$ cat src/rtl/core/lirks_pkg.sv
`default_nettype none

package lirks_pkg;

  localparam int TABLE_SLOTS = 25;
  localparam int SLOT_W      = $clog2(TABLE_SLOTS);
  localparam int FRAME_BITS  = 32;
  localparam int COUNT_W     = $clog2(FRAME_BITS);
  localparam int STEP_W      = 4;
  localparam int POS_W       = 7;
  // Wide enough for slot * step and for the 7-bit position with headroom.
  localparam int TGT_W       = (SLOT_W + STEP_W > POS_W + 1) ? SLOT_W + STEP_W : POS_W + 1;

  localparam logic [7:0]       BYTE_ALL_ONES = 8'hFF;
  localparam logic [POS_W-1:0] PULSE_MAX     = 7'd127;

  localparam logic [7:0]       RST_ZERO_MIN   = 8'd8;
  localparam logic [7:0]       RST_ZERO_LIMIT = 8'd15;
  localparam logic [7:0]       RST_ONE_MIN    = 8'd18;
  localparam logic [7:0]       RST_ONE_LIMIT  = 8'd25;
  localparam logic [STEP_W-1:0] RST_STEP      = 4'd4;
  localparam logic [POS_W-1:0] RST_POS_MAX    = 7'd99;

  typedef logic [2:0] status_t;
  localparam status_t STATUS_BROKEN  = 3'd0;
  localparam status_t STATUS_LEARNED = 3'd1;
  localparam status_t STATUS_FULL    = 3'd2;
  localparam status_t STATUS_MOVED   = 3'd3;
  localparam status_t STATUS_TEACH   = 3'd4;

  typedef enum logic [2:0] {
    REG_ZERO_MIN,
    REG_ZERO_LIMIT,
    REG_ONE_MIN,
    REG_ONE_LIMIT,
    REG_STEP_PER_SLOT,
    REG_POSITION_MAX
  } cfg_reg_t;

  typedef enum logic [1:0] {
    ST_IDLE,
    ST_SCAN,
    ST_MUL,
    ST_MOVE
  } state_t;

endpackage

`default_nettype wire

$ cat src/rtl/core/learned_ir_key_stepper.sv
// An item that needs no table search is taken and its result, if any, is registered at the
// same edge. A frame that ends in work mode scans slots 1 and up through the table's single
// read port, one slot per cycle with each compare in the cycle after its read, then passes
// through the multiply state and the move state.
// Throughput: one item per cycle outside a search; no item is taken while a result waits.
// Reset: synchronous, active high; clears the frame, enters teach mode at slot 1, zeroes the
// position and loads the default windows and limits. The key table holds until written.
`default_nettype none

module learned_ir_key_stepper (
  input  logic        clk,
  input  logic        rst,
  input  logic        in_valid,
  output logic        in_ready,
  input  logic        command,
  input  logic [7:0]  interval_ticks,
  input  logic        frame_start,
  output logic        out_valid,
  input  logic        out_ready,
  output logic [2:0]  status,
  output logic [7:0]  address,
  output logic [7:0]  key_code,
  output logic [4:0]  slot_found,
  output logic        move_up,
  output logic [6:0]  pulse_count,
  output logic [6:0]  position,
  output logic [4:0]  learn_slot,
  input  logic        cfg_valid,
  output logic        cfg_ready,
  input  logic [2:0]  cfg_index,
  input  logic [7:0]  cfg_data
);

  localparam int SW = lirks_pkg::SLOT_W;
  localparam int TW = lirks_pkg::TGT_W;
  localparam int PW = lirks_pkg::POS_W;
  localparam int CW = lirks_pkg::COUNT_W;

  localparam logic [SW-1:0] SLOT_FIRST = SW'(1);
  localparam logic [SW-1:0] SLOT_LAST  = SW'(lirks_pkg::TABLE_SLOTS - 1);

  lirks_pkg::state_t state, state_next;

  // Configuration registers.
  logic [7:0]    zero_min, zero_limit, one_min, one_limit;
  logic [lirks_pkg::STEP_W-1:0] step_per_slot;
  logic [PW-1:0] position_max;

  // Frame and mode state.
  logic                        in_frame;
  logic [CW-1:0]               bit_count;
  logic [lirks_pkg::FRAME_BITS-2:0] bit_shift;
  logic                        last_bit;
  logic                        teaching;
  logic [SW-1:0]               teach_slot;
  logic [PW-1:0]               tracked_position;

  // Key table and search.
  logic [15:0]   key_table [lirks_pkg::TABLE_SLOTS];
  logic [15:0]   rd_data;
  logic [15:0]   search_key;
  logic [SW-1:0] scan_idx;
  logic          issue_en;
  logic          cmp_valid;
  logic [SW-1:0] cmp_idx;
  logic [SW-1:0] hit_slot;
  logic [TW-1:0] target;

  logic          in_fire;
  logic          bit_zero, bit_one, new_bit;
  logic          frame_end, edge_item, ends_frame;
  logic [lirks_pkg::FRAME_BITS-1:0] frame_word;
  logic [7:0]    word_addr, word_code, word_chk;
  logic          word_broken;
  logic [SW:0]   teach_next;
  logic          table_full;
  logic          start_scan;
  logic          key_match, scan_done;

  logic [TW-1:0] pos_ext;
  logic [TW-1:0] up_diff, down_diff;
  logic          go_up, go_down;
  logic [PW-1:0] up_pulses, up_pos, move_pos;

  logic          out_load;
  lirks_pkg::status_t status_next;
  logic [7:0]    address_next, key_code_next;
  logic [4:0]    slot_found_next, learn_slot_next;
  logic          move_up_next;
  logic [PW-1:0] pulse_count_next;

  assign cfg_ready = 1'b1;
  assign in_fire   = in_valid & in_ready;

  // Bit classing; the zero window wins where the windows overlap.
  assign bit_zero = (interval_ticks >= zero_min) && (interval_ticks < zero_limit);
  assign bit_one  = (interval_ticks >= one_min) && (interval_ticks < one_limit);
  assign new_bit  = bit_zero ? 1'b0 : (bit_one ? 1'b1 : last_bit);

  assign frame_end  = bit_count == CW'(lirks_pkg::FRAME_BITS - 1);
  assign edge_item  = !command && !frame_start && in_frame;
  assign ends_frame = edge_item && frame_end;

  assign frame_word  = {new_bit, bit_shift};
  assign word_addr   = frame_word[7:0];
  assign word_code   = frame_word[23:16];
  assign word_chk    = frame_word[31:24];
  assign word_broken = ((word_code | word_chk) != lirks_pkg::BYTE_ALL_ONES) ||
                       (word_code == lirks_pkg::BYTE_ALL_ONES);

  assign teach_next = {1'b0, teach_slot} + (SW + 1)'(1);
  assign table_full = teach_next == (SW + 1)'(lirks_pkg::TABLE_SLOTS);

  assign start_scan = in_fire && ends_frame && !word_broken && !teaching;

  assign key_match = rd_data == search_key;
  assign scan_done = cmp_valid && (key_match || cmp_idx == SLOT_LAST);

  // Move arithmetic on the registered target.
  assign pos_ext   = TW'(tracked_position);
  assign go_up     = target > pos_ext;
  assign go_down   = target < pos_ext;
  assign up_diff   = target - pos_ext;
  assign down_diff = pos_ext - target;
  assign up_pulses = (up_diff > TW'(lirks_pkg::PULSE_MAX)) ? lirks_pkg::PULSE_MAX
                                                           : up_diff[PW-1:0];
  assign up_pos    = (target > TW'(position_max)) ? position_max : target[PW-1:0];
  assign move_pos  = go_up ? up_pos : (go_down ? target[PW-1:0] : tracked_position);

  // Sequencer: next state.
  always_comb begin
    state_next = state;
    case (state)
      lirks_pkg::ST_IDLE: if (start_scan) state_next = lirks_pkg::ST_SCAN;
      lirks_pkg::ST_SCAN: if (scan_done) state_next = lirks_pkg::ST_MUL;
      lirks_pkg::ST_MUL:  state_next = lirks_pkg::ST_MOVE;
      lirks_pkg::ST_MOVE: state_next = lirks_pkg::ST_IDLE;
      default:            state_next = lirks_pkg::ST_IDLE;
    endcase
  end

  // Sequencer: outputs.
  always_comb begin
    in_ready = 1'b0;
    case (state)
      lirks_pkg::ST_IDLE: in_ready = !out_valid || out_ready;
      default:            in_ready = 1'b0;
    endcase
  end

  // Result selection.
  always_comb begin
    out_load         = 1'b0;
    status_next      = lirks_pkg::STATUS_BROKEN;
    address_next     = word_addr;
    key_code_next    = word_code;
    slot_found_next  = 5'd0;
    move_up_next     = 1'b0;
    pulse_count_next = '0;
    learn_slot_next  = 5'(teach_slot);
    if (state == lirks_pkg::ST_MOVE) begin
      out_load         = 1'b1;
      status_next      = lirks_pkg::STATUS_MOVED;
      address_next     = search_key[7:0];
      key_code_next    = search_key[15:8];
      slot_found_next  = 5'(hit_slot);
      move_up_next     = go_up;
      pulse_count_next = go_up ? up_pulses : (go_down ? down_diff[PW-1:0] : '0);
    end else if (in_fire && command) begin
      out_load        = !teaching;
      status_next     = lirks_pkg::STATUS_TEACH;
      address_next    = 8'd0;
      key_code_next   = 8'd0;
      learn_slot_next = 5'(SLOT_FIRST);
    end else if (in_fire && ends_frame) begin
      if (word_broken) begin
        out_load = 1'b1;
      end else if (teaching) begin
        out_load = 1'b1;
        if (table_full) begin
          status_next     = lirks_pkg::STATUS_FULL;
          learn_slot_next = 5'(SLOT_FIRST);
        end else begin
          status_next     = lirks_pkg::STATUS_LEARNED;
          learn_slot_next = 5'(teach_next);
        end
      end
    end
  end

  always_ff @(posedge clk) begin
    if (rst) begin
      state            <= lirks_pkg::ST_IDLE;
      zero_min         <= lirks_pkg::RST_ZERO_MIN;
      zero_limit       <= lirks_pkg::RST_ZERO_LIMIT;
      one_min          <= lirks_pkg::RST_ONE_MIN;
      one_limit        <= lirks_pkg::RST_ONE_LIMIT;
      step_per_slot    <= lirks_pkg::RST_STEP;
      position_max     <= lirks_pkg::RST_POS_MAX;
      in_frame         <= 1'b0;
      bit_count        <= '0;
      bit_shift        <= '0;
      last_bit         <= 1'b0;
      teaching         <= 1'b1;
      teach_slot       <= SLOT_FIRST;
      tracked_position <= '0;
      out_valid        <= 1'b0;
      issue_en         <= 1'b0;
      cmp_valid        <= 1'b0;
    end else begin
      state <= state_next;

      if (cfg_valid) begin
        case (cfg_index)
          lirks_pkg::REG_ZERO_MIN:      zero_min      <= cfg_data;
          lirks_pkg::REG_ZERO_LIMIT:    zero_limit    <= cfg_data;
          lirks_pkg::REG_ONE_MIN:       one_min       <= cfg_data;
          lirks_pkg::REG_ONE_LIMIT:     one_limit     <= cfg_data;
          lirks_pkg::REG_STEP_PER_SLOT: step_per_slot <= cfg_data[lirks_pkg::STEP_W-1:0];
          lirks_pkg::REG_POSITION_MAX:  position_max  <= cfg_data[PW-1:0];
          default: ;
        endcase
      end

      if (in_fire) begin
        if (command) begin
          if (!teaching) begin
            teaching   <= 1'b1;
            teach_slot <= SLOT_FIRST;
          end
        end else if (frame_start) begin
          in_frame  <= 1'b1;
          bit_count <= '0;
          bit_shift <= '0;
          last_bit  <= 1'b0;
        end else if (in_frame) begin
          last_bit <= new_bit;
          if (frame_end) begin
            in_frame  <= 1'b0;
            bit_count <= '0;
            if (!word_broken && teaching) begin
              if (table_full) begin
                teaching   <= 1'b0;
                teach_slot <= SLOT_FIRST;
              end else begin
                teach_slot <= teach_next[SW-1:0];
              end
            end
          end else begin
            bit_count <= bit_count + CW'(1);
            bit_shift <= bit_shift | ((lirks_pkg::FRAME_BITS - 1)'(new_bit) << bit_count);
          end
        end
      end

      // The table is read one slot per cycle; each slot is compared in the cycle after its read.
      if (start_scan) begin
        issue_en  <= 1'b1;
        cmp_valid <= 1'b0;
      end else if (state == lirks_pkg::ST_SCAN) begin
        cmp_valid <= issue_en;
        if (issue_en && scan_idx == SLOT_LAST) issue_en <= 1'b0;
      end

      if (state == lirks_pkg::ST_MOVE) tracked_position <= move_pos;

      if (out_load) begin
        out_valid <= 1'b1;
      end else if (out_ready) begin
        out_valid <= 1'b0;
      end
    end
  end

  // Search datapath and result payload.
  always_ff @(posedge clk) begin
    if (start_scan) begin
      search_key <= {word_code, word_addr};
      scan_idx   <= SLOT_FIRST;
    end else if (state == lirks_pkg::ST_SCAN) begin
      cmp_idx <= scan_idx;
      if (issue_en && scan_idx != SLOT_LAST) scan_idx <= scan_idx + SW'(1);
    end
    if (state == lirks_pkg::ST_SCAN && scan_done) begin
      hit_slot <= key_match ? cmp_idx : '0;
    end
    if (state == lirks_pkg::ST_MUL) begin
      target <= TW'(hit_slot) * TW'(step_per_slot);
    end
    if (out_load) begin
      status      <= status_next;
      address     <= address_next;
      key_code    <= key_code_next;
      slot_found  <= slot_found_next;
      move_up     <= move_up_next;
      pulse_count <= pulse_count_next;
      position    <= (state == lirks_pkg::ST_MOVE) ? move_pos : tracked_position;
      learn_slot  <= learn_slot_next;
    end
  end

  // Key table memory: written when a frame is learned, read during the scan.
  always_ff @(posedge clk) begin
    if (in_fire && ends_frame && !word_broken && teaching) begin
      key_table[teach_slot] <= {word_code, word_addr};
    end
    rd_data <= key_table[scan_idx];
  end

endmodule

`default_nettype wire

$ cat config.mk
export PLATFORM = sky130hd
export DESIGN_NAME = learned_ir_key_stepper
export DESIGN_NICKNAME = d
export VERILOG_FILES = /design/src/rtl/core/lirks_pkg.sv /design/src/rtl/core/learned_ir_key_stepper.sv
export SDC_FILE = /design/constraint.sdc
export NUM_CORES = 1
export LEC_CHECK = 0
export BUFFER_PORTS_ARGS = -buffer_cell sky130_fd_sc_hd__buf_4
export CAP_MARGIN = 20
export CORE_MARGIN = 8
export CORE_UTILIZATION = 54
export DETAILED_ROUTE_END_ITERATION = 10
export PLACE_DENSITY = 0.71
export RECOVER_POWER = 25
export SLEW_MARGIN = 20
export SYNTH_ARGS = -nofsm -noshare
export SYNTH_HDL_FRONTEND = slang
export SYNTH_SLANG_ARGS = --single-unit
$ cat constraint.sdc
create_clock -name clk -period 5.05 [get_ports clk]
set_clock_uncertainty 0.05 [all_clocks]
set_input_delay 0.505 -clock clk [delete_from_list [all_inputs] [get_ports clk]]
set_output_delay 0.505 -clock clk [all_outputs]
set_load 0.02 [all_outputs]
==> results.toml, run 1 <==
[yosys]
synthArstFlopShare_pct = 0
synth-edff-count = 479
syn_nets = 1761
syn_inst = 1652
ys_top_cells_by_area = "edfxtp_1 (58%), mux4_2 (10%), dfxtp_1 (9.0%)"
synth_seq_cells = 591
yosysWarnings = 0
synthDistinctLibCells = 72
synth-seq-area-share_pct = 66.50
synth.top_cell.area_share_pct = 57.53
synth_area_um2 = 25000
avgSynthCellArea_um2 = 15.13
synthFlopType = "edfxtp_1"
yosysTopAreaCell = "edfxtp_1"

[worst_hold_path]
holdPathEnd = "one_limit[0]$_SDFFE_PP1P_"
min_path_type = "input port to flop"
worstHoldStart = "cfg_data[0]"
hold_depth = 3

[routing]
route.met2.wl_mm = 27.69
wl_met3_mm = 4.341
vias = 14462
drc = 0
wl_met1_mm = 23.73
drtIter0Drc = 1718
detail_route.vias_per_cell = 5.998
postRouteAntennaNets = 0
wl_per_cell_um = 23.77
top_layer = "met5"
firstDrtPassIters = 8
routed_wl_mm = 57.31

[power]
powerDensity_nw_per_um2 = 334.9
p_leak_nw = 10.33
power.total_mw = 9.427
ir_drop_mv = 0.3001

[global_routing]
grt_antenna_before_repair = 1
grtUsageTotal_pct = 21.38
grt_max_degree = 53
grt_pass1_vias = 14344
grt_overflow_total = 0
grt_pass1_wl_mm = 86.99

[clocking]
clock_sinks = 591
cts_setup_buffers = 0
cts.htree.levels = 2
postCtsHoldBufs = 0
cts_tree = "built"
root_buffer = "clkbuf_16"
clock_latency_ns = 0.61
clk_pin_slew_worst_paths_ns = 0.06
cts_buffers = 56
cts.path.max_buffers = 3
cts_resized = 0

[job]
maxCapViolCount = 9

[finish]
fin_area_um2 = 28150
multi_input_area_um2 = 7805
final_cells = 2411
nets = 1869
area_growth_pct = 12.58
register_area_um2 = 16630
fillCellCount = 3353
drive_above_1_share_pct = 18.80

[sta]
period_needed_ns = 3.814
worst_pin_slew_ns = 1.842
setup_violations = 0
fin_ws_ns = 1.236
relSlewSlack_pct = -22.82
grt_setup_unrepaired = "no"
hold_viol_final = 0
tns_ns = 0
clock.fmax_mhz = 262.2
drv_slew = 265
timing.final.crit_share_pct = 75.52

[critical_path]
r2r_slack_ns = 1.24
slowest_delay_ns = 1.22
critical_path.max_fanout = 29
r2r_end = "key_table[3][7]$_DFFE_PP_"
cp.arrival_ns = 4.08
rr_worst_depth = 8
path_cells = "clkbuf_1 -> nand4_1 -> o21ai_0 -> nor3_2 -> nor3b_2 -> nand2_1 -> nor4_2 -> buf_4"
cpMaxStageDelayCell = "clkbuf_1"
worstReg2RegStart = "bit_shift[20]$_SDFFE_PP0P_"
required_ns = 5.32
path_class = "flop to flop"
endpoint_kind = "flop"
crit_path_start_kind = "flop"

[placement]
dp_hpwl_mm = 37.37
io_buffers = 71
place_area_um2 = 26430
numPlacedInstances = 2309
dp_slack_ns = 1.302
place_congestion = 0.8782

[floorplanning]
die-area_um2 = 53440
rows = 79
die_x_um = 231.2
ios = 73
fp.dieH_um = 231.2
core-area_um2 = 46160
start_util_pct = 54.16

[status]
status = "finished with violations"
failed_checks = "max-capacitance violations, max-slew violations"
-- power breakdown --
part / total (mW) / internal [mW] / switching, mW / leakage [nW]
Combinational: 0.195 / 0.0681 / 0.126 / 3.64
Sequential: 5.22 / 5.21 / 0.00936 / 5.84
Clock: 4.02 / 2.25 / 1.77 / 0.854
Total: 9.43 / 7.52 / 1.90 / 10.3
-- how the worst max path moves through the flow --
stage	startpoint	to	slack, ns	cells after the start
after floorplan	interval_ticks[0]	key_table[3][0]$_DFFE_PP_	0.86	10
after global placement	interval_ticks[0]	key_table[3][6]$_DFFE_PP_	1.47	11
after detailed placement	interval_ticks[0]	key_table[3][1]$_DFFE_PP_	1.30	11
after CTS	state[1]$_SDFFE_PP0P_	key_table[3][4]$_DFFE_PP_	1.52	9
after global routing	bit_shift[22]$_SDFFE_PP0P_	key_table[3][0]$_DFFE_PP_	1.03	8
final	bit_shift[20]$_SDFFE_PP0P_	key_table[3][7]$_DFFE_PP_	1.24	8
-- registers in the layout, summed over array words and instances (netlist names), 7 cells and up --
register          count
search_key           16
pulse_count           7
position_max          7
address               8
rd_data              16
one_limit             8
zero_min              8
target                9
position              7
bit_shift            23
zero_limit            8
key_code              8
key_table           400
tracked_position      7
one_min               8
-- synth_stat cells, types with 12 or more instances --
cell type and count:
edfxtp_1 479, nand2_1 141, dfxtp_1 112, mux4_2 112
nor2_1 109, inv_1 82, ha_1 75, a21oi_1 57
o21ai_0 52, clkbuf_1 50, mux2i_1 35, and2_1 31
xnor2_1 24, nand3_1 23, nor3_1 22, nor4_1 22
a31oi_1 21, mux2_2 16, buf_2 14, nand4_1 13
o211ai_1 12
-- routing by layer --
layer  GRT usage, %  vias up
met5          1.286        -
met4          6.415        4
met3          4.071       93
met2          35.00      589
met1          28.93     7255
li1               -     6521
-- worst max-delay path: cells and delay by family (launching register included) --
kind,cells,cell delay [ns]
AND/OR/NAND/NOR,5,1.06
AO/OA/AOI/OAI,1,0.62
flip-flops,1,0.33
buffers and inverters,2,1.47
-- area by class of cell --
| class | instances | area share [%] |
|---|---|---|
| Tap cell | 607 | 2.698 |
| Clock buffer | 74 | 5.477 |
| Inverter | 83 | 1.107 |
| Antenna cell | 1 | 0.008890 |
| Sequential cell | 591 | 59.10 |
| Multi-Input combinational cell | 907 | 27.73 |
| Timing Repair Buffer | 121 | 3.112 |
| Clock inverter | 27 | 0.7690 |
-- through the flow --
stage,hold WS [ns],utilization [%]
final,0.1293,60.98
after global routing,0.1150,60.97
after CTS,0.09585,61.07
after detailed placement,0.3999,57.26
after global placement,0.3954,57.26
after floorplan,0.3564,-
-- cell families (layout without fill, tap and decap cells) --
group                      Yosys count  in the layout  synth area share [%]
DFF                                591            591                 66.50
and+or+nand+nor                    419            419                 8.017
AOI/OAI and AO/OA                  212            212                 5.425
muxes                              163            163                 12.21
buffers and inverters              154            305                 2.427
adders and majority gates           83             83                 4.394
xor gates and xnor gates            29             29                 1.016
other                                1              2               0.01500
-- cells in the final DEF, fill, tap and decap left out, drive strengths merged, types with 5 or more instances in the layout --
cell type  instances
a21o               8
a21oi             58
a31oi             21
a41oi              9
and2              31
and3              10
buf              109
clkbuf            86
clkinv            21
dfxtp            112
edfxtp           479
fa                 8
ha                75
inv               85
mux2              16
mux2i             35
mux4             112
nand2            141
nand2b             9
nand3             23
nand4             13
nor2             109
nor2b             11
nor3              23
nor3b              8
nor4              23
o211ai            12
o21a               7
o21ai             54
or3                5
xnor2             24
xor2               5
(Power assumes the default switching activity.)
==> run 2, diff against run 1 <==
--- a/config.mk
+++ b/config.mk
@@ -10,7 +10,7 @@
 export CORE_MARGIN = 8
 export CORE_UTILIZATION = 54
 export DETAILED_ROUTE_END_ITERATION = 10
-export PLACE_DENSITY = 0.71
+export PLACE_DENSITY = 0.73
 export RECOVER_POWER = 25
 export SLEW_MARGIN = 20
 export SYNTH_ARGS = -nofsm -noshare
==> constraint.sdc (replaced) <==
create_clock -name clk -period 3.1 [get_ports clk]
set_clock_uncertainty 0.05 [all_clocks]
set_input_delay 0.31 -clock clk [delete_from_list [all_inputs] [get_ports clk]]
set_output_delay 0.31 -clock clk [all_outputs]
set_load 0.02 [all_outputs]
==> results.toml, run 2 (synthesized netlist as in run 1, its figures left out) <==
[job]
maxCapViolCount = 6

[critical_path]
cp.arrival_ns = 3.30
required_ns = 3.40
path_class = "flop to flop"
endpoint_kind = "flop"
crit_path_start_kind = "flop"
r2r_slack_ns = 0.1
critical_path.max_fanout = 5

[floorplanning]
die_x_um = 231.2
start_util_pct = 54.16
rows = 79
ios = 73
die-area_um2 = 53440
fp.dieH_um = 231.2
core-area_um2 = 46160

[sta]
setup_violations = 0
relSlewSlack_pct = -18.03
hold_viol_final = 0
timing.final.crit_share_pct = 96.79
period_needed_ns = 3.001
worst_pin_slew_ns = 1.770
clock.fmax_mhz = 333.3
drv_slew = 172

[clocking]
cts.htree.levels = 2
cts_buffers = 55
clock_sinks = 591
clk_pin_slew_worst_paths_ns = 0.07
cts.path.max_buffers = 3
clock_latency_ns = 0.62
root_buffer = "clkbuf_16"
cts_tree = "built"

[finish]
antennaDiodeCount = 0
top_regs = "key_table: 400 flops, bit_shift: 23 flops"
fin_area_um2 = 29040
fillCellCount = 3197
largest_reg_flops = 400
final_cells = 2463
drive_above_1_share_pct = 21.44
max_flop_register = "key_table"
mostFrequentLayoutCells = "edfxtp_1 (479), nand2_1 (139), buf_4 (128)"
register_area_um2 = 16630
final_core_util_pct = 62.92
layout_commonest_cell = "edfxtp_1"
multi_input_area_um2 = 7871
nets = 1919
area_growth_pct = 16.16

[placement]
place_area_um2 = 27030
numPlacedInstances = 2349
place_congestion = 0.8731
dp_hpwl_mm = 38.06
io_buffers = 71

[routing]
drtIter0Drc = 1688
vias = 14785
postRouteAntennaNets = 0
firstDrtPassIters = 6
detail_route.vias_per_cell = 6.003
wl_per_cell_um = 23.97
drc = 0
routed_wl_mm = 59.04

[worst_hold_path]
min_path_type = "input port to flop"

[global_routing]
grt_pass1_wl_mm = 89.82
use_met2_pct = 36.94
busiest_layer = "met2"
grt_overflow_total = 0
grt_antenna_before_repair = 0
grt_max_degree = 57
use_met1_pct = 29.92
grt_pass1_vias = 14683
use_met3_pct = 3.912
grtUsageTotal_pct = 22.03

[status]
failed_checks = "max-capacitance violations, max-slew violations"
status = "finished with violations"

[power]
ir_drop_mv = 0.4737
p_leak_nw = 10.74
powerDensity_nw_per_um2 = 550.4
-- run 2: cell count changes in the layout (fill, tap and decap cells not counted), moves of 4 or more --
cell / previous run / this run
clkbuf_1: 25 / 18
nor2_1: 109 / 104
buf_12: 1 / 21
clkinv_2: 7 / 13
nor4_2: 5 / 1
bufinv_16: 2 / 11
dlygate4sd3_1: 0 / 9
buf_4: 108 / 128
nor4_4: 0 / 4
nor2_2: 0 / 5
-- run 2: critical path, stage by stage (launching register included) --
cell,delay (ns)
edfxtp_1,0.42
nand2_1,0.10
fa_1,0.50
fa_1,0.49
inv_1,0.06
fa_1,0.41
a21oi_2,0.16
nor2_1,0.06
nor2_2,0.14
o21bai_1,0.09
a21oi_1,0.19
xnor2_1,0.08
-- run 2: repair_timing --
item | CTS | global route
hold buffers | 9 | 0
hold endpoints to repair | 44 | 0
resized for setup | 2 | 6
pin swaps | 0 | 1
setup buffers | 0 | 2
endpoints found under the setup margin | 60 | 80
-- run 2: area by class of cell --
type                    instances  share of cell area, %
flip-flops and latches        591                  57.27
inverters                      83                  1.073
clock buffers                  60                  4.804
multi-input cells             907                  27.10
clock inverters                43                  1.861
well taps                     607                  2.615
repair buffers                172                  5.273
-- run 2: path summary, 6_finish.rpt --
kind                            cells past startpoint                          to                        from
worst max-delay path                               11         target[8]$_DFFE_PP_   hit_slot[2]$_SDFFCE_PP0P_
worst min-delay path                                4       in_frame$_SDFFE_PP0P_                     command
worst max register to register                     11         target[8]$_DFFE_PP_   hit_slot[2]$_SDFFCE_PP0P_
worst min register to register                      2  zero_limit[7]$_SDFFE_PP0P_  zero_limit[7]$_SDFFE_PP0P_
-- run 2: layer usage --
metal  part of all wire [%]  up-vias
met3                    7.9       95
li1                       -     6619
met4                    2.2        0
met1                     41     7438
met5                      0        -
met2                     49      633
-- run 2: per-stage QoR --
stage               setup TNS, ns  setup WS (ns)  power (mW)  hold WS, ns
CTS                             0        0.02381       16.08      0.01610
floorplan                  -22.83       -0.09376       8.865       0.3564
detailed placement         -3.762       -0.05939       8.990       0.3973
finish                          0        0.09938       15.98      0.05787
global route             -0.02779       -0.02779       16.40      0.05990
global placement           -1.775       -0.04116       8.977       0.3923
-- run 2: power breakdown --
part	total, mW	internal [mW]	switching, mW
clock	7.15	4.19	2.96
combinational	0.340	0.127	0.213
sequential	8.49	8.48	0.0136
total	16.0	12.8	3.19
